File: src/rtl/core/assert_macros.svh
// Assertion shorthands used by the top-level detector.
`ifndef ASSERT_MACROS_SVH
`define ASSERT_MACROS_SVH

// Same-cycle implication, disabled while reset is asserted.
`define KFPV_ASSERT_IMPL(label, clk, rst_n, ante, cons, msg) \
  label: assert property (@(posedge clk) disable iff (!(rst_n)) (ante) |-> (cons)) \
    else $error(msg);

// Next-cycle implication, disabled while reset is asserted.
`define KFPV_ASSERT_NEXT(label, clk, rst_n, ante, cons, msg) \
  label: assert property (@(posedge clk) disable iff (!(rst_n)) (ante) |=> (cons)) \
    else $error(msg);

`endif

File: src/rtl/core/kfpv_pkg.sv
`timescale 1ns / 1ps
package kfpv_pkg;

  localparam int CHANNEL_BITS  = 4;
  localparam int CFG_BITS      = 10;
  localparam int CFG_IDX_BITS  = 1;
  localparam int VEL_BITS      = 7;

  // Register indexes of the configuration port.
  localparam logic [CFG_IDX_BITS-1:0] CFG_THRESHOLD = 1'd0;
  localparam logic [CFG_IDX_BITS-1:0] CFG_OFFSET    = 1'd1;

  localparam logic [CFG_BITS-1:0] THRESHOLD_RESET = 10'd275;
  localparam logic [CFG_BITS-1:0] OFFSET_RESET    = 10'd247;

  localparam logic [VEL_BITS-1:0] VEL_MAX = 7'd127;

  // Differences at or above this saturate the velocity: 3 * (VEL_MAX + 1).
  localparam int VEL_SAT_LIMIT = 3 * (int'(VEL_MAX) + 1);
  // Below the saturation limit the difference fits in nine bits, where
  // floor(x / 3) equals (x * 171) >> 9 exactly.
  localparam int DIV3_IN_BITS = 9;
  localparam int DIV3_MUL     = 171;
  localparam int DIV3_SHIFT   = 9;
  localparam int DIV3_MUL_BITS = 8;

endpackage

File: src/rtl/core/kfpv_channels.sv
`timescale 1ns / 1ps
// Sample channel: one key channel number and one force reading per item.
interface kfpv_in_if #(
  parameter int SAMPLE_BITS = 10
);
  logic                              valid;
  logic                              ready;
  logic [kfpv_pkg::CHANNEL_BITS-1:0] channel;
  logic [SAMPLE_BITS-1:0]            sample;

  modport source (output valid, output channel, output sample, input ready);
  modport sink   (input valid, input channel, input sample, output ready);
endinterface

// Note-on channel: one detected peak per item.
interface kfpv_out_if;
  logic                              valid;
  logic                              ready;
  logic [kfpv_pkg::CHANNEL_BITS-1:0] note_number;
  logic [kfpv_pkg::VEL_BITS-1:0]     note_velocity;

  modport source (output valid, output note_number, output note_velocity, input ready);
  modport sink   (input valid, input note_number, input note_velocity, output ready);
endinterface

File: src/rtl/core/kfpv_velocity.sv
`timescale 1ns / 1ps
module kfpv_velocity #(
  parameter int CMP_W = 10
) (
  input  logic [CMP_W-1:0]             peak_i,
  input  logic [kfpv_pkg::CFG_BITS-1:0] offset_i,
  output logic [kfpv_pkg::VEL_BITS-1:0] velocity_o
);
  import kfpv_pkg::*;

  localparam int PROD_W = DIV3_IN_BITS + DIV3_MUL_BITS;

  logic [CMP_W-1:0]  offset_ext;
  logic [CMP_W-1:0]  diff;
  logic [PROD_W-1:0] prod;

  assign offset_ext = CMP_W'(offset_i);
  assign diff       = peak_i - offset_ext;
  assign prod       = PROD_W'(diff[DIV3_IN_BITS-1:0]) * PROD_W'(DIV3_MUL);

  always_comb begin
    if (peak_i <= offset_ext) begin
      velocity_o = '0;
    end else if (diff >= CMP_W'(VEL_SAT_LIMIT)) begin
      velocity_o = VEL_MAX;
    end else begin
      velocity_o = prod[DIV3_SHIFT +: VEL_BITS];
    end
  end

endmodule

File: src/rtl/core/kfpv_track.sv
`timescale 1ns / 1ps
module kfpv_track #(
  parameter int CHANNEL_COUNT = 16,
  parameter int SAMPLE_BITS   = 10,
  parameter int CMP_W         = 10
) (
  input  logic                              clk_i,
  input  logic                              rst_ni,
  input  logic                              update_i,
  input  logic [kfpv_pkg::CHANNEL_BITS-1:0] channel_i,
  input  logic [SAMPLE_BITS-1:0]            sample_i,
  input  logic [kfpv_pkg::CFG_BITS-1:0]     threshold_i,
  output logic                              fire_o,
  output logic [CMP_W-1:0]                  peak_o
);
  import kfpv_pkg::*;

  // Only channels that the channel field can name need storage.
  localparam int MAX_CH = 1 << CHANNEL_BITS;
  localparam int DEPTH  = (CHANNEL_COUNT < MAX_CH) ? CHANNEL_COUNT : MAX_CH;
  localparam int IDX_W  = (DEPTH > 1) ? $clog2(DEPTH) : 1;

  logic [SAMPLE_BITS-1:0] force_q  [DEPTH];
  logic [DEPTH-1:0]       rising_q;
  logic [DEPTH-1:0]       wait_q;

  logic             in_range;
  logic [IDX_W-1:0] idx;
  logic [CMP_W-1:0] sample_ext;
  logic [CMP_W-1:0] prev_ext;
  logic [CMP_W-1:0] thr_ext;
  logic             rising;
  logic             peak_found;
  logic             release_seen;

  assign in_range     = 32'(channel_i) < 32'(CHANNEL_COUNT);
  assign idx          = channel_i[IDX_W-1:0];
  assign sample_ext   = CMP_W'(sample_i);
  assign thr_ext      = CMP_W'(threshold_i);
  assign prev_ext     = in_range ? CMP_W'(force_q[idx]) : '0;
  assign rising       = sample_ext > prev_ext;
  assign release_seen = sample_ext < thr_ext;
  // A turn from rising to not rising with the previous sample above threshold.
  assign peak_found   = in_range && !wait_q[idx] && rising_q[idx] && !rising
                        && (prev_ext > thr_ext);

  assign fire_o = update_i && peak_found;
  assign peak_o = prev_ext;

  always_ff @(posedge clk_i or negedge rst_ni) begin
    if (!rst_ni) begin
      for (int i = 0; i < DEPTH; i++) begin
        force_q[i] <= '0;
      end
      rising_q <= '0;
      wait_q   <= '0;
    end else if (update_i && in_range) begin
      if (wait_q[idx]) begin
        if (release_seen) begin
          wait_q[idx] <= 1'b0;
        end
      end else begin
        force_q[idx]  <= sample_i;
        rising_q[idx] <= rising;
        if (peak_found) begin
          wait_q[idx] <= 1'b1;
        end
      end
    end
  end

endmodule

File: src/rtl/core/key_force_peak_velocity_detector.sv
`timescale 1ns / 1ps
// Path: an accepted sample is held in the input register; the per-channel read-modify-write
// and velocity math then feed the output register, which takes a note-on item when a peak is found.
// Throughput: one sample per cycle unless the output is held; channel state is read combinationally and written back.
// Reset: asynchronous, active low; all channels armed with cleared history, threshold 275
// and offset 247.
`include "assert_macros.svh"
module key_force_peak_velocity_detector #(
  parameter int CHANNEL_COUNT = 16,
  parameter int SAMPLE_BITS   = 10
) (
  input  logic                                clk_i,
  input  logic                                rst_ni,
  input  logic                                cfg_we_i,
  input  logic [kfpv_pkg::CFG_IDX_BITS-1:0]   cfg_index_i,
  input  logic [kfpv_pkg::CFG_BITS-1:0]       cfg_wdata_i,
  kfpv_in_if.sink                             in_s,
  kfpv_out_if.source                          out_m
);
  import kfpv_pkg::*;

  localparam int CMP_W = (SAMPLE_BITS > CFG_BITS) ? SAMPLE_BITS : CFG_BITS;

  logic [CFG_BITS-1:0]     threshold_q;
  logic [CFG_BITS-1:0]     offset_q;

  logic                    s1_valid_q;
  logic [CHANNEL_BITS-1:0] s1_channel_q;
  logic [SAMPLE_BITS-1:0]  s1_sample_q;

  logic                    out_valid_q;
  logic [CHANNEL_BITS-1:0] out_number_q;
  logic [VEL_BITS-1:0]     out_velocity_q;

  logic                    advance;
  logic                    in_ready;
  logic                    fire;
  logic [CMP_W-1:0]        peak;
  logic [VEL_BITS-1:0]     velocity;

  // The second stage moves whenever the output register is free or being emptied.
  assign advance  = !out_valid_q || out_m.ready;
  assign in_ready = !s1_valid_q || advance;

  assign in_s.ready          = in_ready;
  assign out_m.valid         = out_valid_q;
  assign out_m.note_number   = out_number_q;
  assign out_m.note_velocity = out_velocity_q;

  always_ff @(posedge clk_i or negedge rst_ni) begin
    if (!rst_ni) begin
      threshold_q <= THRESHOLD_RESET;
      offset_q    <= OFFSET_RESET;
    end else if (cfg_we_i) begin
      case (cfg_index_i)
        CFG_THRESHOLD: threshold_q <= cfg_wdata_i;
        CFG_OFFSET:    offset_q    <= cfg_wdata_i;
        default: ;
      endcase
    end
  end

  always_ff @(posedge clk_i or negedge rst_ni) begin
    if (!rst_ni) begin
      s1_valid_q <= 1'b0;
    end else if (in_ready) begin
      s1_valid_q <= in_s.valid;
    end
  end

  always_ff @(posedge clk_i) begin
    if (in_ready && in_s.valid) begin
      s1_channel_q <= in_s.channel;
      s1_sample_q  <= in_s.sample;
    end
  end

  kfpv_track #(
    .CHANNEL_COUNT (CHANNEL_COUNT),
    .SAMPLE_BITS   (SAMPLE_BITS),
    .CMP_W         (CMP_W)
  ) u_track (
    .clk_i       (clk_i),
    .rst_ni      (rst_ni),
    .update_i    (s1_valid_q && advance),
    .channel_i   (s1_channel_q),
    .sample_i    (s1_sample_q),
    .threshold_i (threshold_q),
    .fire_o      (fire),
    .peak_o      (peak)
  );

  kfpv_velocity #(
    .CMP_W (CMP_W)
  ) u_velocity (
    .peak_i     (peak),
    .offset_i   (offset_q),
    .velocity_o (velocity)
  );

  always_ff @(posedge clk_i or negedge rst_ni) begin
    if (!rst_ni) begin
      out_valid_q <= 1'b0;
    end else if (advance) begin
      out_valid_q <= fire;
    end
  end

  always_ff @(posedge clk_i) begin
    if (advance && fire) begin
      out_number_q   <= s1_channel_q;
      out_velocity_q <= velocity;
    end
  end

  `KFPV_ASSERT_NEXT(a_fire_reaches_output, clk_i, rst_ni, fire, out_valid_q, "peak event did not reach the output register")
  `KFPV_ASSERT_IMPL(a_stall_blocks_input, clk_i, rst_ni, out_valid_q && !out_m.ready && s1_valid_q, !in_s.ready, "input accepted while both stages are held")
  `KFPV_ASSERT_IMPL(a_fire_above_threshold, clk_i, rst_ni, fire, peak > CMP_W'(threshold_q), "peak event at or below threshold")
  `KFPV_ASSERT_IMPL(a_fire_needs_item, clk_i, rst_ni, fire, s1_valid_q && advance, "peak event without a moving item")

endmodule
File: src/flat_wrapper.sv
// flat-port wrapper written by rule: the top's interface ports become plain ports
module key_force_peak_velocity_detector_flat import kfpv_pkg::*;
#(
  parameter int CHANNEL_COUNT = 16,
  parameter int SAMPLE_BITS   = 10
)
  (clk_i, rst_ni, cfg_we_i, cfg_index_i, cfg_wdata_i, in_s_valid, in_s_channel, in_s_sample, in_s_ready, out_m_valid, out_m_note_number, out_m_note_velocity, out_m_ready);
  kfpv_in_if #(.SAMPLE_BITS(SAMPLE_BITS)) in_s_i ();
  kfpv_out_if out_m_i ();
  input  logic clk_i;
  input  logic rst_ni;
  input  logic cfg_we_i;
  input  logic [kfpv_pkg::CFG_IDX_BITS-1:0] cfg_index_i;
  input  logic [kfpv_pkg::CFG_BITS-1:0] cfg_wdata_i;
  input wire logic [$bits(in_s_i.valid)-1:0] in_s_valid;
  input wire logic [$bits(in_s_i.channel)-1:0] in_s_channel;
  input wire logic [$bits(in_s_i.sample)-1:0] in_s_sample;
  output wire logic [$bits(in_s_i.ready)-1:0] in_s_ready;
  output wire logic [$bits(out_m_i.valid)-1:0] out_m_valid;
  output wire logic [$bits(out_m_i.note_number)-1:0] out_m_note_number;
  output wire logic [$bits(out_m_i.note_velocity)-1:0] out_m_note_velocity;
  input wire logic [$bits(out_m_i.ready)-1:0] out_m_ready;
  assign in_s_i.valid = in_s_valid;
  assign in_s_i.channel = in_s_channel;
  assign in_s_i.sample = in_s_sample;
  assign in_s_ready = in_s_i.ready;
  assign out_m_valid = out_m_i.valid;
  assign out_m_note_number = out_m_i.note_number;
  assign out_m_note_velocity = out_m_i.note_velocity;
  assign out_m_i.ready = out_m_ready;
  key_force_peak_velocity_detector #(.CHANNEL_COUNT(CHANNEL_COUNT), .SAMPLE_BITS(SAMPLE_BITS)) u_core (.clk_i(clk_i), .rst_ni(rst_ni), .cfg_we_i(cfg_we_i), .cfg_index_i(cfg_index_i), .cfg_wdata_i(cfg_wdata_i), .in_s(in_s_i), .out_m(out_m_i));
endmodule
File: config.mk
export PLATFORM = sky130hd
export DESIGN_NAME = key_force_peak_velocity_detector_flat
export DESIGN_NICKNAME = d
export VERILOG_FILES = /design/src/rtl/core/kfpv_pkg.sv /design/src/rtl/core/kfpv_channels.sv /design/src/rtl/core/kfpv_velocity.sv /design/src/rtl/core/kfpv_track.sv /design/src/rtl/core/key_force_peak_velocity_detector.sv /design/src/flat_wrapper.sv
export VERILOG_INCLUDE_DIRS = /design/src /design/src/rtl/core
export SDC_FILE = /design/constraint.sdc
export NUM_CORES = 1
export LEC_CHECK = 0
export BUFFER_PORTS_ARGS = -buffer_cell sky130_fd_sc_hd__clkbuf_2
export CAP_MARGIN = 5
export CORE_MARGIN = 5
export CORE_UTILIZATION = 44
export CTS_BUF_LIST = sky130_fd_sc_hd__clkbuf_4
export CTS_CLUSTER_DIAMETER = 40
export DETAILED_ROUTE_END_ITERATION = 8
export PLACE_DENSITY = 0.71
export SYNTH_ARGS = -nofsm -noshare
export SYNTH_HDL_FRONTEND = slang
export SYNTH_HIERARCHICAL = 1
export SYNTH_SLANG_ARGS = --single-unit
File: constraint.sdc
create_clock -name clk_i -period 14.55 [get_ports clk_i]
set_clock_uncertainty 0.15 [all_clocks]
set_input_delay 1.455 -clock clk_i [delete_from_list [all_inputs] [get_ports clk_i]]
set_output_delay 1.455 -clock clk_i [all_outputs]
set_load 0.02 [all_outputs]
==> flow_summary.toml, run 1 <==
[drt]
wl_per_cell_um = 20.7
wirelength_um = 30800
antenna_left = 0
drt-vias-per-instance = 5.71
firstDrtPassIters = 5
drc = 0
vias = 8473
initialDrtViolationCount = 706

[clock_network]
clk_pin_slew_ns = 0.06
ctsHtreeMaxLevel = 3
tritoncts = "yes"
clk_latency_ns = 0.66
ctsResizeCount = 0
clk_path_buf_depth = 3
cts_buffers = 68
cts_sinks = 239
cts_setup_buffers = 0
hold_buffers = 0
clockRootBuffer = "clkbuf_4"

[synthesis]
synth_edf_count = 25
yosys_warnings = 6
synth_most_common_cell = "dfrtp_1"
synth_commonest_cells = "dfrtp_1 (203), mux2_2 (180), ha_1 (82), inv_1 (74), mux4_2 (34)"
synth.cell_area_mm2 = 0.0133
synth_top_area_share_pct = 38.1
ys_async_sr_fraction_pct = 89.5
ys_seq_area_share_pct = 45.9
netlist_instances = 974
synth.largest_area_cell = "dfrtp_1"
ys_types = 75
synth_seq_cells = 239
synth_nets = 1100
synthFlopType = "dfrtp_1"
avgSynthCellArea_um2 = 13.7
synth_area_leaders = "dfrtp_1 (38%), mux2_2 (15%), ha_1 (7.7%)"

[final_layout]
nets = 1173
final_area_mm2 = 0.0147
final_layout_size_suffix_gt1_share_pct = 39.5
areaGrowthSynthToFinish_pct = 10.0

[sta]
fin_tns_setup_ns = 0
finalSetupViolations = 0
finalWorstSetupSlack_ns = 7.22
period_minus_slack_ns = 7.33
max_slew_margin_pct = 19.1
hold_viol_final = 0
max_freq_mhz = 136
fin_crit_sh_pct = 50.4
grt_setup_unrepaired = "no"
worstMarginPinSlew_ns = 1.21
hold_ws_ns = 0.337
drv_slew = 0

[setup_path]
slowest_delay_ns = 0.59
required_ns = 14.73
reg2reg_slack_ns = 7.22
reg2regPathDepth = 20
cp_max_fo = 56
r2r-start = "u_core/s1_channel_q[1]"
cp_cell_sequence = "buf_4, mux4_4, mux4_2, ha_1, nand2_1, o21ai_0, xor2_1, ha_1, fa_1, fa_1, inv_1, fa_1, inv_1, ha_1, or3_1, a21oi_1, a211oi_1, a211oi_1, xor2_1, a21oi_2"
crit_end = "u_core/out_m.note_velocity[6]"
critPathLaunchType = "flop"
cp_slowest_cell = "buf_4"
worstPathArrival_ns = 7.52
critPathKind = "reg -> reg"
startpoint = "u_core/s1_channel_q[1]"
end_kind = "flop"
timing.rr.end = "u_core/out_m.note_velocity[6]"

[floorplanning]
die_area_mm2 = 0.0339
die_x_um = 184
core_mm2 = 0.0298
rows = 63
io_pins = 43
die_h_um = 184
start_util_pct = 44.7

[place]
gp_congestion = 0.876
pre_cts_slack_ns = 7.16
dpl_cell_area_mm2 = 0.0138
numPortBuffers = 42
dpl.hpwl_um = 20400

[global_route]
overflow = 0
grt_pass1_wl_um = 49400
grt_use_total_pct = 18.5
antenna_found_initial = 1
grt_pass1_vias = 9083
grt_max_degree = 77

[hold_path]
hp-class = "reg -> reg"
hold_depth = 2

[flow_run]
maxCapViolations = 0

[status]
status = "completed"
-- state kept, by name, summed over array words and instances, names as in the netlist, named ones only --
signal                      flops
u_core/u_track/rising_q        16
u_core/out_m.note_number        4
u_core/offset_q                10
u_core/s1_channel_q             4
u_core/s1_valid_q               1
u_core/threshold_q             10
u_core/out_m.valid              1
u_core/s1_sample_q             10
u_core/u_track/force_q        160
u_core/out_m.note_velocity      7
-- placed cells by master, fill, tap and decap left out, types with 8 or more instances in the layout --
cell	n
a211oi_1	8
a21o_1	10
a21oi_1	28
buf_4	15
clkbuf_2	41
clkbuf_4	104
dfrtp_1	203
dfstp_2	11
edfxtp_1	25
fa_1	14
ha_1	82
inv_1	74
mux2_2	180
mux2_4	10
mux4_1	20
mux4_2	34
nand2_1	18
nand2b_1	13
nand3_1	15
nand4_1	14
nor2_1	16
o21ai_0	22
o31ai_1	16
xnor2_1	10
xor2_1	10
-- final cells by class --
cell class	count	area [µm²]
sequential	239	6120
clock buffer	104	781
clock inverter	13	53.8
fill	2566	15100
multi-input combinational	606	6610
inverter	75	282
antenna	1	2.50
tap	390	488
timing repair buffer	57	332
-- metrics by stage --
| stage | utilization [%] | std cells |
|---|---|---|
| 5_1_grt | 49.2 | 1485 |
| 3_3_place_gp | 46.4 | 1367 |
| 4_1_cts | 49.2 | 1484 |
| 6_report | 49.2 | 1485 |
| 3_5_place_dp | 46.4 | 1367 |
| 2_1_floorplan | - | 974 |
-- worst min path at each step --
stage                                        endpoint                        start  slack, ns
after floorplan           u_core/out_m.note_number[1]       u_core/s1_channel_q[1]       0.27
after global placement    u_core/u_track/force_q[120]  u_core/u_track/force_q[120]       0.31
after detailed placement  u_core/u_track/force_q[130]  u_core/u_track/force_q[130]       0.32
after CTS                 u_core/u_track/force_q[130]  u_core/u_track/force_q[130]       0.34
after global routing      u_core/u_track/force_q[145]  u_core/u_track/force_q[145]       0.36
final                     u_core/u_track/force_q[140]  u_core/u_track/force_q[140]       0.34
-- routing by layer --
layer	track usage [%]	vias to the layer above	share of wire (%)	wire [µm]
met4	6.21	0	2.4	743
li1	-	3791	-	-
met3	4.35	58	6.7	2070
met5	0	-	0	0
met1	23.8	4351	42	12800
met2	31.1	273	49	15200
-- critical path: cells and delay by family, from the launching register on --
kind / cells / cell delay, ns
simple gates: 2 / 0.44
buf+inv: 3 / 0.68
xor+xnor: 2 / 0.63
fa+ha+maj: 6 / 2.66
flops: 1 / 0.34
mux: 2 / 1.10
compound gates: 5 / 0.94
-- kinds of logic after synthesis --
kind of cell	Yosys count	synth area share, %
compound gates	123	6.59
xor+xnor	22	1.56
fa+ha+maj	96	9.80
buf+inv	129	4.55
flops	239	45.9
mux	251	26.8
simple gates	114	4.81
Power of run 1 is left out: the tool's default activity adds up to more than one toggle a clock period on the data nets, which glitch-free logic cannot reach.
==> inputs of run 2 (changes only) <==
--- a/config.mk
+++ b/config.mk
@@ -13,7 +13,7 @@
 export CTS_BUF_LIST = sky130_fd_sc_hd__clkbuf_4
 export CTS_CLUSTER_DIAMETER = 40
 export DETAILED_ROUTE_END_ITERATION = 8
-export PLACE_DENSITY = 0.71
+export PLACE_DENSITY = 0.73
 export SYNTH_ARGS = -nofsm -noshare
 export SYNTH_HDL_FRONTEND = slang
 export SYNTH_HIERARCHICAL = 1
==> constraint.sdc (replaced) <==
create_clock -name clk_i -period 6.7 [get_ports clk_i]
set_clock_uncertainty 0.15 [all_clocks]
set_input_delay 0.67 -clock clk_i [delete_from_list [all_inputs] [get_ports clk_i]]
set_output_delay 0.67 -clock clk_i [all_outputs]
set_load 0.02 [all_outputs]
==> run 2 against run 1 <==
Via count rose by 2.8%. Fmax rose by 13%. Register-to-register slack got worse by 7.0 ns. Routed wire length rose by 2.5%. Sequential share of layout area fell by 1.8 points. Die area did not move. First-iteration DRC count fell by 10%. Cell area rose by 4.5%. Non-clock buffer count rose by 44. Critical path depth rose by 3.
==> flow_summary.toml, run 2 (synthesized netlist as in run 1, its figures left out) <==
[sta]
drv_slew = 0
hold_viol_final = 0
worstMarginPinSlew_ns = 1.17
max_freq_mhz = 155
fin_crit_sh_pct = 96.5
period_minus_slack_ns = 6.46
finalSetupViolations = 0
max_slew_margin_pct = 21.9

[floorplanning]
start_util_pct = 44.7
die_x_um = 184
core_mm2 = 0.0298
die_area_mm2 = 0.0339
die_h_um = 184
io_pins = 43
rows = 63

[clock_network]
tritoncts = "yes"
clk_path_buf_depth = 3
clk_pin_slew_ns = 0.06
cts_sinks = 239
ctsHtreeMaxLevel = 3
clk_latency_ns = 0.69
cts_buffers = 67
clockRootBuffer = "clkbuf_4"

[global_route]
grt_max_degree = 85
overflow = 0
grt_use_total_pct = 18.6
grt_pass1_vias = 9203
grt_pass1_wl_um = 49400
antenna_found_initial = 1

[place]
numPortBuffers = 42
dpl_cell_area_mm2 = 0.0140
gp_congestion = 0.859
dpl.hpwl_um = 21200

[final_layout]
largest_reg_flops = 160
fillCellCount = 2482
layout_common_cells = "dfrtp_1 (203), mux2_2 (180), clkbuf_4 (104)"
multi_input_area_mm2 = 0.00676
final_layout_size_suffix_gt1_share_pct = 42.7
largestRegisters = "u_core/u_track/force_q (160), u_core/u_track/rising_q (16)"
layout_commonest_cell = "dfrtp_1"
final_area_mm2 = 0.0153
seqCellArea_mm2 = 0.00612
areaGrowthSynthToFinish_pct = 15.0
regMostFlops = "u_core/u_track/force_q"
nets = 1216

[setup_path]
r2r-start = "u_core/s1_channel_q[0]"
timing.rr.end = "u_core/out_m.note_velocity[6]"
reg2regPathDepth = 23
critPathKind = "reg -> reg"
cp_max_fo = 10
reg2reg_slack_ns = 0.24
end_kind = "flop"
worstPathArrival_ns = 6.69
required_ns = 6.92
critPathLaunchType = "flop"

[flow_run]
maxCapViolations = 0

[drt]
routed-wl-met3_um = 1650
highest_layer = "met4"
wl_met2_um = 16100
firstDrtPassIters = 5
antenna_left = 0
drc = 0
vias = 8709
wirelength_um = 31600
drt-vias-per-instance = 5.69
initialDrtViolationCount = 633
drt-met1-wl_um = 13000
wl_per_cell_um = 20.6

[hold_path]
hp-start = "in_s_valid"
hold_end = "u_core/s1_valid_q"
hp-class = "in -> reg"
hold_depth = 2

[status]
status = "completed"
run 2: cell types whose count changed in the layout (fill, tap and decap cells not counted), sizes merged:
cell,delta
buf,+30
bufinv,+2
clkbuf,+1
clkinv,+1
clkinvlp,+1
dlygate4sd3,+13
inv,-3
run 2: worst max path at each step:
stage	start	to	slack (ns)
after global routing	u_core/s1_channel_q[0]	u_core/out_m.note_velocity[6]	-0.01
after global placement	u_core/s1_channel_q[0]	u_core/out_m.note_velocity[6]	0.10
after CTS	u_core/s1_channel_q[0]	u_core/out_m.note_velocity[6]	0.01
final	u_core/s1_channel_q[0]	u_core/out_m.note_velocity[6]	0.24
after floorplan	u_core/s1_channel_q[0]	u_core/out_m.note_velocity[6]	0.04
after detailed placement	u_core/s1_channel_q[0]	u_core/out_m.note_velocity[6]	-0.001
run 2: routing by layer:
metal  vias up  track usage, %
li1       3900               -
met1      4480            23.0
met2       266            32.1
met3        63            3.78
met4         0            7.07
met5         -               0
run 2: critical path, stage by stage (launching register included):
cell and delay [ns]:
edfxtp_1 0.32, buf_4 0.16, buf_12 0.14, buf_12 0.15, mux4_1 0.55, mux4_2 0.53, ha_1 0.31, a21o_1 0.22
a21o_1 0.22, a221oi_4 0.34, xor2_2 0.21, inv_2 0.05, ha_1 0.30, fa_1 0.49, inv_1 0.05, fa_1 0.52
inv_1 0.04, ha_1 0.31, or3_1 0.39, a21oi_2 0.15, a211oi_1 0.08, a211oi_2 0.24, xor2_1 0.19, a21oi_2 0.07
run 2: timing repair:
item | CTS | global route
cloned | 0 | 1
hold buffers | 13 | 0
pin swaps | 0 | 5
gates resized for setup | 1 | 21
endpoints found under the hold margin | 83 | 0
setup endpoints to repair | 1 | 5
buffers inserted | 0 | 11
run 2: layout make-up:
cell class                 count  area share, %
antenna                        1         0.0163
clock buffer                 104           5.09
clock inverter                14          0.857
inverter                      75           1.84
multi-input combinational    606           44.1
sequential                   239           39.9
tap                          390           3.18
timing repair buffer         101           5.05
run 2: metrics by stage:
step | utilization, % | instances | hold slack (ns) | setup TNS (ns) | setup slack, ns
3_3_place_gp | 47.1 | 1386 | 0.307 | 0 | 0.104
6_report | 51.5 | 1530 | 0.0700 | 0 | 0.236
5_1_grt | 51.5 | 1530 | 0.0351 | -0.0127 | -0.0127
3_5_place_dp | 47.1 | 1386 | 0.321 | -0.00131 | -0.00131
4_1_cts | 50.6 | 1517 | 0.0240 | 0 | 0.00965
2_1_floorplan | - | 974 | 0.224 | 0 | 0.0380
Power of run 2 is left out for the same reason.
